File: src/lld_pkg.sv
package lld_pkg;

  // Default number of drives tracked by the selector.
  localparam int unsigned LLD_NUM_DRIVES = 8;

  localparam int unsigned PENDING_W   = 16;
  localparam int unsigned BYTES_W     = 48;
  localparam int unsigned LATENCY_W   = 32;
  localparam int unsigned DRIVE_W     = 8;
  localparam int unsigned SIZE_W      = 32;
  localparam int unsigned THRESHOLD_W = 16;

  localparam logic [THRESHOLD_W-1:0] THRESHOLD_RESET = 16'd16;
  localparam logic [PENDING_W-1:0]   PENDING_MAX     = '1;
  localparam logic [BYTES_W-1:0]     BYTES_MAX       = '1;

  typedef enum logic [1:0] {
    CMD_SELECT   = 2'd0,
    CMD_START    = 2'd1,
    CMD_COMPLETE = 2'd2
  } cmd_e;

  typedef enum logic [1:0] {
    STAT_OK    = 2'd0,
    STAT_RANGE = 2'd1,
    STAT_UNDER = 2'd2
  } status_e;

  typedef enum logic [1:0] {
    S_IDLE,
    S_PRIM,
    S_SCAN
  } state_e;

  // One row of per-drive bookkeeping.
  typedef struct packed {
    logic [PENDING_W-1:0] pending;
    logic [BYTES_W-1:0]   bytes;
    logic [LATENCY_W-1:0] latency;
  } row_t;

  // Strobes from the sequencer to the drive table.
  typedef struct packed {
    logic rd_en;
    logic wr_en;
  } mem_ctl_t;

endpackage

File: src/lld_table.sv
module lld_table #(
  parameter int unsigned NUM_DRIVES = lld_pkg::LLD_NUM_DRIVES
) (
  input  logic                              clk_i,
  input  logic                              rst_ni,
  input  lld_pkg::mem_ctl_t                 ctl_i,
  input  logic [$clog2(NUM_DRIVES)-1:0]     rd_addr_i,
  input  logic [$clog2(NUM_DRIVES)-1:0]     wr_addr_i,
  input  lld_pkg::row_t                     wr_row_i,
  output lld_pkg::row_t                     rd_row_o
);
  import lld_pkg::*;

  row_t                  mem [NUM_DRIVES];
  logic [NUM_DRIVES-1:0] valid_q;
  logic                  rd_valid_q;
  row_t                  rd_data_q;

  // A row that was never written since reset reads as all zero.
  always_ff @(posedge clk_i or negedge rst_ni) begin
    if (!rst_ni) begin
      valid_q    <= '0;
      rd_valid_q <= 1'b0;
    end else begin
      if (ctl_i.wr_en) begin
        valid_q[wr_addr_i] <= 1'b1;
      end
      if (ctl_i.rd_en) begin
        rd_valid_q <= valid_q[rd_addr_i];
      end
    end
  end

  always_ff @(posedge clk_i) begin
    if (ctl_i.wr_en) begin
      mem[wr_addr_i] <= wr_row_i;
    end
  end

  always_ff @(posedge clk_i) begin
    if (ctl_i.rd_en) begin
      rd_data_q <= mem[rd_addr_i];
    end
  end

  assign rd_row_o = rd_valid_q ? rd_data_q : '0;

endmodule

File: src/lld_unit.sv
module lld_unit (
  input  lld_pkg::cmd_e                        cmd_i,
  input  lld_pkg::row_t                        row_i,
  input  logic [lld_pkg::SIZE_W-1:0]           size_i,
  input  logic [lld_pkg::LATENCY_W-1:0]        duration_i,
  input  logic [lld_pkg::PENDING_W-1:0]        cmp_ref_i,
  output lld_pkg::row_t                        row_o,
  output logic                                 underflow_o,
  output logic                                 lt_o
);
  import lld_pkg::*;

  logic [BYTES_W:0]   byte_sum;
  logic [LATENCY_W:0] lat_sum;

  // Shared compare: used against the threshold and against the running minimum.
  assign lt_o = row_i.pending < cmp_ref_i;

  assign byte_sum = {1'b0, row_i.bytes} + {{(BYTES_W + 1 - SIZE_W){1'b0}}, size_i};
  assign lat_sum  = {1'b0, row_i.latency} + {1'b0, duration_i};

  always_comb begin
    row_o       = row_i;
    underflow_o = 1'b0;
    case (cmd_i)
      CMD_START: begin
        if (row_i.pending != PENDING_MAX) begin
          row_o.pending = row_i.pending + 1'b1;
        end
      end
      CMD_COMPLETE: begin
        row_o.bytes   = byte_sum[BYTES_W] ? BYTES_MAX : byte_sum[BYTES_W-1:0];
        row_o.latency = lat_sum[LATENCY_W:1];
        if (row_i.pending == '0) begin
          underflow_o = 1'b1;
        end else begin
          row_o.pending = row_i.pending - 1'b1;
        end
      end
      default: begin
        row_o = row_i;
      end
    endcase
  end

endmodule

File: src/least_loaded_drive_selector_core.sv
// Least-loaded drive selector. The block keeps, for every drive, a count of
// pending operations, a saturating byte total and a running latency average
// in nanoseconds, all cleared by reset. A request is taken when start is high
// and busy is low. Start and complete requests, and a select request whose
// primary drive is below the busy threshold, raise busy while the drive's
// row is read from the table, and the result appears on the cycle after
// that. A select request whose primary drive is at or above the threshold
// then scans the pending counts one drive per cycle through the shared
// compare unit, holding busy until the last drive is compared; its result
// follows in the next cycle. A request with an unused command or with
// a drive index out of range touches no state, never raises busy, and its
// result appears on the next cycle. Each result is presented for exactly one
// cycle with done_o high; the receiver cannot hold it off, so it must take
// every result in that cycle. The busy threshold is written through its own
// valid/ready port, which is always ready, and should only be changed while
// no request is in flight.
module least_loaded_drive_selector_core #(
  parameter int unsigned NUM_DRIVES = lld_pkg::LLD_NUM_DRIVES
) (
  input  logic                                clk_i,
  input  logic                                rst_ni,
  input  logic                                start,
  output logic                                busy,
  input  logic [1:0]                          command_i,
  input  logic [lld_pkg::DRIVE_W-1:0]         drive_i,
  input  logic [lld_pkg::SIZE_W-1:0]          size_i,
  input  logic [lld_pkg::LATENCY_W-1:0]       duration_ns_i,
  output logic                                done_o,
  output logic [lld_pkg::DRIVE_W-1:0]         chosen_drive_o,
  output logic [1:0]                          status_o,
  output logic [lld_pkg::PENDING_W-1:0]       pending_now_o,
  output logic [lld_pkg::BYTES_W-1:0]         bytes_total_o,
  output logic [lld_pkg::LATENCY_W-1:0]       latency_average_o,
  input  logic                                cfg_valid_i,
  output logic                                cfg_ready_o,
  input  logic [lld_pkg::THRESHOLD_W-1:0]     cfg_data_i
);
  import lld_pkg::*;

  localparam int unsigned IDX_W = $clog2(NUM_DRIVES);
  localparam logic [IDX_W-1:0] LAST_IDX = IDX_W'(NUM_DRIVES - 1);

  state_e                 state_q, state_d;
  cmd_e                   cmd_q, cmd_d;
  logic [IDX_W-1:0]       prim_q, prim_d;
  logic [SIZE_W-1:0]      size_q, size_d;
  logic [LATENCY_W-1:0]   dur_q, dur_d;
  logic [IDX_W-1:0]       idx_q, idx_d;
  logic [PENDING_W-1:0]   least_q, least_d;
  logic [IDX_W-1:0]       best_q, best_d;
  row_t                   saved_q, saved_d;
  logic [THRESHOLD_W-1:0] threshold_q;

  logic                   done_q, done_d;
  logic [DRIVE_W-1:0]     chosen_q, chosen_d;
  status_e                status_q, status_d;
  row_t                   res_q, res_d;

  mem_ctl_t               mem_ctl;
  logic [IDX_W-1:0]       rd_addr;
  row_t                   rd_row;
  row_t                   upd_row;
  logic                   underflow;
  logic                   lt;
  logic [PENDING_W-1:0]   cmp_ref;
  logic                   accept;
  logic                   out_of_range;

  assign accept       = start && !busy;
  assign out_of_range = {1'b0, drive_i} >= (DRIVE_W + 1)'(NUM_DRIVES);

  lld_table #(
    .NUM_DRIVES(NUM_DRIVES)
  ) u_table (
    .clk_i    (clk_i),
    .rst_ni   (rst_ni),
    .ctl_i    (mem_ctl),
    .rd_addr_i(rd_addr),
    .wr_addr_i(prim_q),
    .wr_row_i (upd_row),
    .rd_row_o (rd_row)
  );

  lld_unit u_unit (
    .cmd_i      (cmd_q),
    .row_i      (rd_row),
    .size_i     (size_q),
    .duration_i (dur_q),
    .cmp_ref_i  (cmp_ref),
    .row_o      (upd_row),
    .underflow_o(underflow),
    .lt_o       (lt)
  );

  // The threshold register accepts a write on every cycle.
  assign cfg_ready_o = 1'b1;

  always_ff @(posedge clk_i or negedge rst_ni) begin
    if (!rst_ni) begin
      threshold_q <= THRESHOLD_RESET;
    end else if (cfg_valid_i && cfg_ready_o) begin
      threshold_q <= cfg_data_i;
    end
  end

  always_ff @(posedge clk_i or negedge rst_ni) begin
    if (!rst_ni) begin
      state_q <= S_IDLE;
      done_q  <= 1'b0;
    end else begin
      state_q <= state_d;
      done_q  <= done_d;
    end
  end

  // Request and result payload needs no reset.
  always_ff @(posedge clk_i) begin
    cmd_q    <= cmd_d;
    prim_q   <= prim_d;
    size_q   <= size_d;
    dur_q    <= dur_d;
    idx_q    <= idx_d;
    least_q  <= least_d;
    best_q   <= best_d;
    saved_q  <= saved_d;
    chosen_q <= chosen_d;
    status_q <= status_d;
    res_q    <= res_d;
  end

  // Sequencer: reject, or read the primary row, then finish or scan all drives.
  always_comb begin
    state_d       = state_q;
    cmd_d         = cmd_q;
    prim_d        = prim_q;
    size_d        = size_q;
    dur_d         = dur_q;
    idx_d         = idx_q;
    least_d       = least_q;
    best_d        = best_q;
    saved_d       = saved_q;
    chosen_d      = chosen_q;
    status_d      = status_q;
    res_d         = res_q;
    done_d        = 1'b0;
    mem_ctl       = '0;
    rd_addr       = idx_q;
    cmp_ref       = least_q;

    case (state_q)
      S_IDLE: begin
        if (accept) begin
          cmd_d  = cmd_e'(command_i);
          prim_d = drive_i[IDX_W-1:0];
          size_d = size_i;
          dur_d  = duration_ns_i;
          if (!(command_i inside {CMD_SELECT, CMD_START, CMD_COMPLETE})) begin
            // Unused command: nothing changes and the result is all zero.
            chosen_d = '0;
            status_d = STAT_OK;
            res_d    = '0;
            done_d   = 1'b1;
          end else if (out_of_range) begin
            chosen_d = '0;
            status_d = STAT_RANGE;
            res_d    = '0;
            done_d   = 1'b1;
          end else begin
            mem_ctl.rd_en = 1'b1;
            rd_addr       = drive_i[IDX_W-1:0];
            state_d       = S_PRIM;
          end
        end
      end

      S_PRIM: begin
        cmp_ref = threshold_q;
        case (cmd_q)
          CMD_SELECT: begin
            if (lt) begin
              chosen_d = DRIVE_W'(prim_q);
              status_d = STAT_OK;
              res_d    = rd_row;
              done_d   = 1'b1;
              state_d  = S_IDLE;
            end else begin
              // Primary is busy: start the scan at drive zero with the
              // primary as the current best.
              saved_d       = rd_row;
              least_d       = rd_row.pending;
              best_d        = prim_q;
              idx_d         = '0;
              mem_ctl.rd_en = 1'b1;
              rd_addr       = '0;
              state_d       = S_SCAN;
            end
          end
          CMD_START, CMD_COMPLETE: begin
            mem_ctl.wr_en = 1'b1;
            chosen_d      = '0;
            status_d      = underflow ? STAT_UNDER : STAT_OK;
            res_d         = upd_row;
            done_d        = 1'b1;
            state_d       = S_IDLE;
          end
          default: begin
            state_d = S_IDLE;
          end
        endcase
      end

      S_SCAN: begin
        // Only a strictly smaller count replaces the best drive.
        if (lt) begin
          least_d = rd_row.pending;
          best_d  = idx_q;
        end
        if (idx_q == LAST_IDX) begin
          chosen_d = DRIVE_W'(best_d);
          status_d = STAT_OK;
          res_d    = saved_q;
          done_d   = 1'b1;
          state_d  = S_IDLE;
        end else begin
          idx_d         = idx_q + 1'b1;
          mem_ctl.rd_en = 1'b1;
          rd_addr       = idx_q + 1'b1;
        end
      end

      default: begin
        state_d = S_IDLE;
      end
    endcase
  end

  assign busy              = (state_q != S_IDLE);
  assign done_o            = done_q;
  assign chosen_drive_o    = chosen_q;
  assign status_o          = status_q;
  assign pending_now_o     = res_q.pending;
  assign bytes_total_o     = res_q.bytes;
  assign latency_average_o = res_q.latency;

`ifndef SYNTHESIS
  // A scan is only ever entered for a select request.
  a_scan_is_select: assert property (@(posedge clk_i) disable iff (!rst_ni)
    (state_q == S_SCAN) |-> (cmd_q == CMD_SELECT))
    else $error("drive scan running for a request other than select");

  // A range error reports an all-zero result.
  a_range_zero: assert property (@(posedge clk_i) disable iff (!rst_ni)
    (done_o && status_o == STAT_RANGE) |->
      (chosen_drive_o == '0 && pending_now_o == '0 && bytes_total_o == '0 &&
       latency_average_o == '0))
    else $error("range error result carries nonzero fields");

  // An underflow leaves the pending count at zero.
  a_under_zero: assert property (@(posedge clk_i) disable iff (!rst_ni)
    (done_o && status_o == STAT_UNDER) |-> (pending_now_o == '0))
    else $error("underflow reported with nonzero pending count");

  // A request that reads the table never finishes in the cycle after accept.
  a_table_latency: assert property (@(posedge clk_i) disable iff (!rst_ni)
    (accept && !out_of_range &&
     (command_i == CMD_SELECT || command_i == CMD_START ||
      command_i == CMD_COMPLETE)) |=> (busy && !done_o))
    else $error("table request finished without a table read");
`endif

endmodule
File: config.mk
export PLATFORM = sky130hd
export DESIGN_NAME = least_loaded_drive_selector_core
export DESIGN_NICKNAME = d
export VERILOG_FILES = /design/src/lld_pkg.sv /design/src/lld_table.sv /design/src/lld_unit.sv /design/src/least_loaded_drive_selector_core.sv
export SDC_FILE = /design/constraint.sdc
export NUM_CORES = 2
export LEC_CHECK = 0
export BUFFER_PORTS_ARGS = -buffer_cell sky130_fd_sc_hd__buf_2
export CAP_MARGIN = 20
export CORE_MARGIN = 2
export CORE_UTILIZATION = 60
export DETAILED_ROUTE_END_ITERATION = 10
export PLACE_DENSITY = 0.79
export SYNTH_ARGS = -nofsm -noshare
export SYNTH_HDL_FRONTEND = slang
export SYNTH_SLANG_ARGS = --single-unit
File: constraint.sdc
create_clock -name clk_i -period 25.3 [get_ports clk_i]
set_input_delay 2.53 -clock clk_i [delete_from_list [all_inputs] [get_ports clk_i]]
set_output_delay 2.53 -clock clk_i [all_outputs]
set_load 0.02 [all_outputs]
-- Word-level counts from Yosys, hierarchy flattened
Memory sizes are Yosys's and may differ from the RTL's. A register that Yosys moved wholly into a read port is not among the register bits.
Cells that the tools add are included.
W data, S select, Z words.
- add/sub/neg operators: 5
- order comparisons: 5
- eq/ne operators: 18
- muxes and demuxes: 75
- bitwise logic cells: 2
- reductions and logical operators: 18
- operators by type and width (kind ; count):
    $mux W96 ; 6
    $pmux W96 S3 ; 1
    $pmux W96 S2 ; 1
    $mux W16 ; 6
    $mux W80 ; 1
    $pmux W16 S2 ; 2
    $add A48 B32 Y49 ; 1
    $mux W48 ; 1
    $mux W8 ; 5
    $add A32 B32 Y33 ; 1
    $mux W3 ; 9
    $pmux W8 S3 ; 1
    $mux W2 ; 11
    $mux W1 ; 19
    $add A16 B1 Y16 const B ; 1
    $logic_not A16 Y1 ; 1
    $lt A16 B16 Y1 ; 1
    $ne A16 B16 Y1 const B ; 1
    $pmux W8 S2 ; 1
    $sub A16 B1 Y16 const B ; 1
    $ne A2 B2 Y1 const B ; 6
    $pmux W2 S3 ; 2
    $pmux W3 S2 ; 2
    $pmux W3 S3 ; 1
    27 further kinds ; 41
- register bits: 321
- bits in writable memories: 768
- input bits: 94
- output and inout port bits: 109
- logic and storage cells: 144
- memories: 1
- memories (name ; depth ; bits a word ; read ports ; clocked after Yosys merged registers in ; write ports ; RTL line ; RTL):
    u_table.mem ; 8 ; 96 ; 1 ; 1 ; 1 ; lld_table.sv:14 ; row_t mem [NUM_DRIVES];

-- Longest topological paths before layout
- word-level depth: 8
- gate-level depth with buffers: 22
- depth with buffers taken out: 13

-- Hierarchy
Synthesis repeated with hierarchy kept, for this count alone.
- cells, all modules: 3007
- area total of the unflattened synthesis: 51572.0 µm²
- modules (own cells, without submodules) (module ; instances ; cells each ; area each (µm²)):
    lld_table ; 1 ; 1349 ; 32738.9
    least_loaded_drive_selector_core ; 1 ; 777 ; 12796.0
    lld_unit ; 1 ; 881 ; 6037.0

-- Worst setup path after synthesis
Ideal clock, no wire load.
- path kind: register to register
- start: register u_table.rd_valid_q
- end: register res_q, in the netlist bytes_total_o[0], enable pin
- library setup time: 1.099 ns
- data arrival time: 18.585 ns
- required time: 24.201 ns
- slack: 5.616 ns
- stages on the path, launching flop included: 18
- path buffers: 8
- clock period less this slack: 19.684 ns
- cells stage by stage: dfrtp_1 -> buf_4 -> buf_4 -> buf_2 -> buf_4 -> buf_2 -> buf_2 -> buf_2 -> buf_2 -> nand2_1 -> inv_1 -> ha_1 -> a21o_1 -> a21oi_1 -> a21oi_2 -> o2111ai_1 -> nand2_1 -> a2111oi_0
- longest elaborated chain between the ends: 4
- RTL lines (item ; RTL line ; RTL):
    from (decl) ; lld_table.sv:16 ; logic rd_valid_q;
    from (signal assigned) ; lld_table.sv:29 ; rd_valid_q <= valid_q[rd_addr_i];
    $mux W96 ; lld_table.sv:46 ; assign rd_row_o = rd_valid_q ? rd_data_q : '0;
    $lt A16 B16 Y1 ; lld_unit.sv:17 ; assign lt_o = row_i.pending < cmp_ref_i;
    $ne A3 B3 Y1 (no line) ; - ;
    $reduce_and A6 Y1 (no line) ; - ;
    to (signal assigned) ; least_loaded_drive_selector_core.sv:128 ; res_q <= res_d;
    to (decl) ; least_loaded_drive_selector_core.sv:57 ; row_t res_q, res_d;
No other way between the ends.
A chain may end at the register's enable or synchronous reset.

-- Worst setup path in the final report
- start: register state_q[1]
- end: register, netlist name u_table.rd_data_q[55]
- longest elaborated chain between the ends: 6
- elaborated cells between the ends (all ways): 16
- classes of those cells: 1 x order compare; 2 x eq/ne; 9 x mux; 4 x reduce/logical
- RTL lines (item ; RTL line ; RTL):
    from (decl) ; least_loaded_drive_selector_core.sv:43 ; state_e state_q, state_d;
    from (signal assigned) ; least_loaded_drive_selector_core.sv:111 ; state_q <= state_d;
    $eq A2 B1 Y1 ; least_loaded_drive_selector_core.sv:150 ; case (state_q)
    $mux W16 ; least_loaded_drive_selector_core.sv:150 ;
    $lt A16 B16 Y1 ; lld_unit.sv:17 ;
    $mux W3 / $mux W1 (equally long branches) ; - ;
    $mux W3 / $mux W1 (equally long branches) ; least_loaded_drive_selector_core.sv:178 ; case (cmd_q)
    $pmux W3 S3 / $pmux W1 S3 (equally long branches) ; least_loaded_drive_selector_core.sv:150 ;
Several ways; a longest one is shown, not always the timed one.

==> results_dict.tcl <==
set metrics [dict create \
    hold_class "flip-flop to flip-flop" \
    drv_cap 0 \
    coreArea_um2 88600 \
    status "complete, no violations" \
    antenna_found_initial 5 \
    fp.dieW_um 304 \
    final_layout_size_suffix_gt1_frac 0.164 \
    yosysWarnings 0 \
    wire_per_inst_um 26.0 \
    synth_edf_count 1152 \
    fin_setup_tns_ns 0 \
    syn_inst 3707 \
    clk_pin_slew_ns 0.07 \
    fp.dieH_um 304 \
    post_cts_buffers 0 \
    worst_pin_slew_ns 1.10 \
    required_ns 25.77 \
    initial_core_util 0.608 \
    vias_per_cell 6.51 \
    crit_type "flip-flop to flip-flop" \
    vias 33200 \
    period_share 0.260 \
    postCtsResizedCells 0 \
    worstPathMaxFanout 55 \
    dr.pass1.iters 6 \
    wl_mm 133 \
    cts-htree-levels 3 \
    gp_congestion 0.921 \
    vdd_ir_drop_max_uv 76.5 \
    place_area_um2 55800 \
    n_antenna_cell 0 \
    num_rows 109 \
    slew_headroom 0.269 \
    p_leak_nw 22.5 \
    drt-initial-drc-count 4503 \
    synth-async-reset-ratio 0.0237 \
    clockBufferDepth 3 \
    arrival_ns 7.06 \
    rsz0062_at_grt "false" \
    setup_viol_count_final 0 \
    numCtsBuffers 113 \
    finalClockSkew_ns 0.0336 \
    clock_sinks 1180 \
    synthToLayoutAreaGrowth_pct 10.8 \
    ios 203 \
    fmax_ghz 0.152 \
    port_buffers 196 \
    finalHoldViolCount 0 \
    endpoint_kind "flip-flop" \
    gr-total-overflow 0 \
    fin_crit_ns 6.59 \
    drc 0 \
    die_area_um2 92200 \
    syn_area_um2 53900 \
    grt_max_degree 130 \
    drv_slew 0 \
    final_nets 4009 \
    ctsHoldBuffers 0 \
    grt_pass1_vias 32700 \
    seq_area_frac_synth 0.655 \
    hpwlAfterDp_mm 76.9 \
    worstSetupStartpointType "flip-flop" \
    synth_ff_type "edfxtp_1" \
    insertion_delay_ns 0.72 \
    fill_cells 6018 \
    cts_tree "yes" \
    design_area_um2 59700 \
    clock-root-buffer "clkbuf_16" \
    synth-seq-cells 1180 \
    track_usage 0.283 \
    ant_nets 0 \
    synth.distinct_cells 105 \
    grt_pass1_wl_mm 198 \
    power_density_nw_per_um2 95.0 \
    syn_avg_cell_area_um2 14.5 \
]
stage by stage:
step	hold WS, ns	worst slack, ns	power, mW	cells	util
floorplan	0.428	5.62	3.58	3711	-
global placement	0.451	18.24	3.87	4896	0.630
detailed placement	0.452	18.06	3.92	4896	0.630
CTS	0.467	18.73	5.67	5107	0.673
global route	0.478	18.39	5.88	5108	0.673
finish	0.470	18.71	5.67	5108	0.673
sequential cells by signal, indices dropped and copies added, names as in the netlist, 32 cells and up:
register,cells
u_table.rd_data_q,96
saved_q,96
dur_q,32
size_q,32
latency_average_o,32
u_table.mem,768
bytes_total_o,48
worst max-delay path: stages (launching register included):
cell      delay, ns
dfrtp_1        0.43
inv_1          0.11
ha_2           0.74
mux2i_1        0.17
ha_1           0.31
o21a_1         0.12
o21ai_1        0.07
a211o_1        0.27
a21oi_2        0.24
o211ai_1       0.32
a311oi_4       0.36
buf_4          0.70
buf_4          0.87
buf_4          0.80
mux2i_1        0.32
mux2i_1        0.12
mux2_2         0.29
cell type report:
cell class | instances | area, µm² | area share
multi-input cells | 2214 | 17300 | 0.289
repair buffers | 249 | 1440 | 0.0241
flip-flops and latches | 1180 | 35300 | 0.591
clock buffers | 128 | 2910 | 0.0487
well taps | 1165 | 1460 | 0.0244
inverters | 89 | 340 | 0.00570
clock inverters | 83 | 978 | 0.0164
cell usage after synthesis (53+ instances only):
| library cell | n | area, µm² |
|---|---|---|
| edfxtp_1 | 1152 | 34600 |
| mux2i_1 | 609 | 6100 |
| nand2_1 | 219 | 822 |
| nor2_1 | 147 | 552 |
| mux2_2 | 135 | 1520 |
| o21ai_0 | 128 | 641 |
| a21oi_1 | 124 | 621 |
| clkbuf_1 | 110 | 413 |
| inv_1 | 87 | 327 |
| ha_1 | 67 | 838 |
| and2_1 | 65 | 407 |
| xnor2_1 | 53 | 464 |
where the power goes:
group | leakage, nW | total, mW | internal [mW] | switching (mW)
registers | 11.0 | 2.44 | 2.38 | 0.0577
clock network | 1.87 | 1.76 | 1.02 | 0.741
logic | 9.53 | 1.47 | 0.547 | 0.919
total | 22.5 | 5.67 | 3.95 | 1.72
final timing paths:
path | start | to | slack, ns | cells after the start
setup / recovery | state_q[1] | u_table.rd_data_q[55] | 18.71 | 16
hold / removal | u_table.valid_q[1] | u_table.valid_q[1] | 0.47 | 1
setup reg to reg | state_q[1] | u_table.rd_data_q[55] | 18.71 | 16
hold reg to reg | u_table.valid_q[1] | u_table.valid_q[1] | 0.47 | 1
max in group asynchronous | rst_ni | u_table.rd_valid_q | 22.83 | 1
min in group asynchronous | rst_ni | threshold_q[11] | 1.88 | 1
metal layers:
layer,up-vias,GRT usage,wire [µm]
li1,14600,-,-
met2,1725,0.462,63500
met3,324,0.0492,12200
met4,4,0.102,4360
met1,16600,0.385,52400
met5,-,0,20
layout by cell type, fill, tap and decap left out, drive strengths merged, types with 19 or more instances in the layout:
master,count
a211oi,21
a21o,43
a21oi,131
a22o,35
a22oi,52
a31oi,31
and2,65
and3,27
buf,249
bufinv,19
clkbuf,128
clkinv,49
dfrtp,27
edfxtp,1152
ha,67
inv,93
mux2,135
mux2i,609
nand2,221
nand3,48
nor2,147
nor3,23
o21ai,142
xnor2,53
xor2,27
kinds of logic after synthesis:
kind of cell	synth area share
mux	0.141
simple gates	0.0585
compound gates	0.0876
buf+inv	0.0278
other cells	0.000139
fa+ha+maj	0.0169
xor+xnor	0.0130
flops	0.655
(Power assumes the default switching activity.)
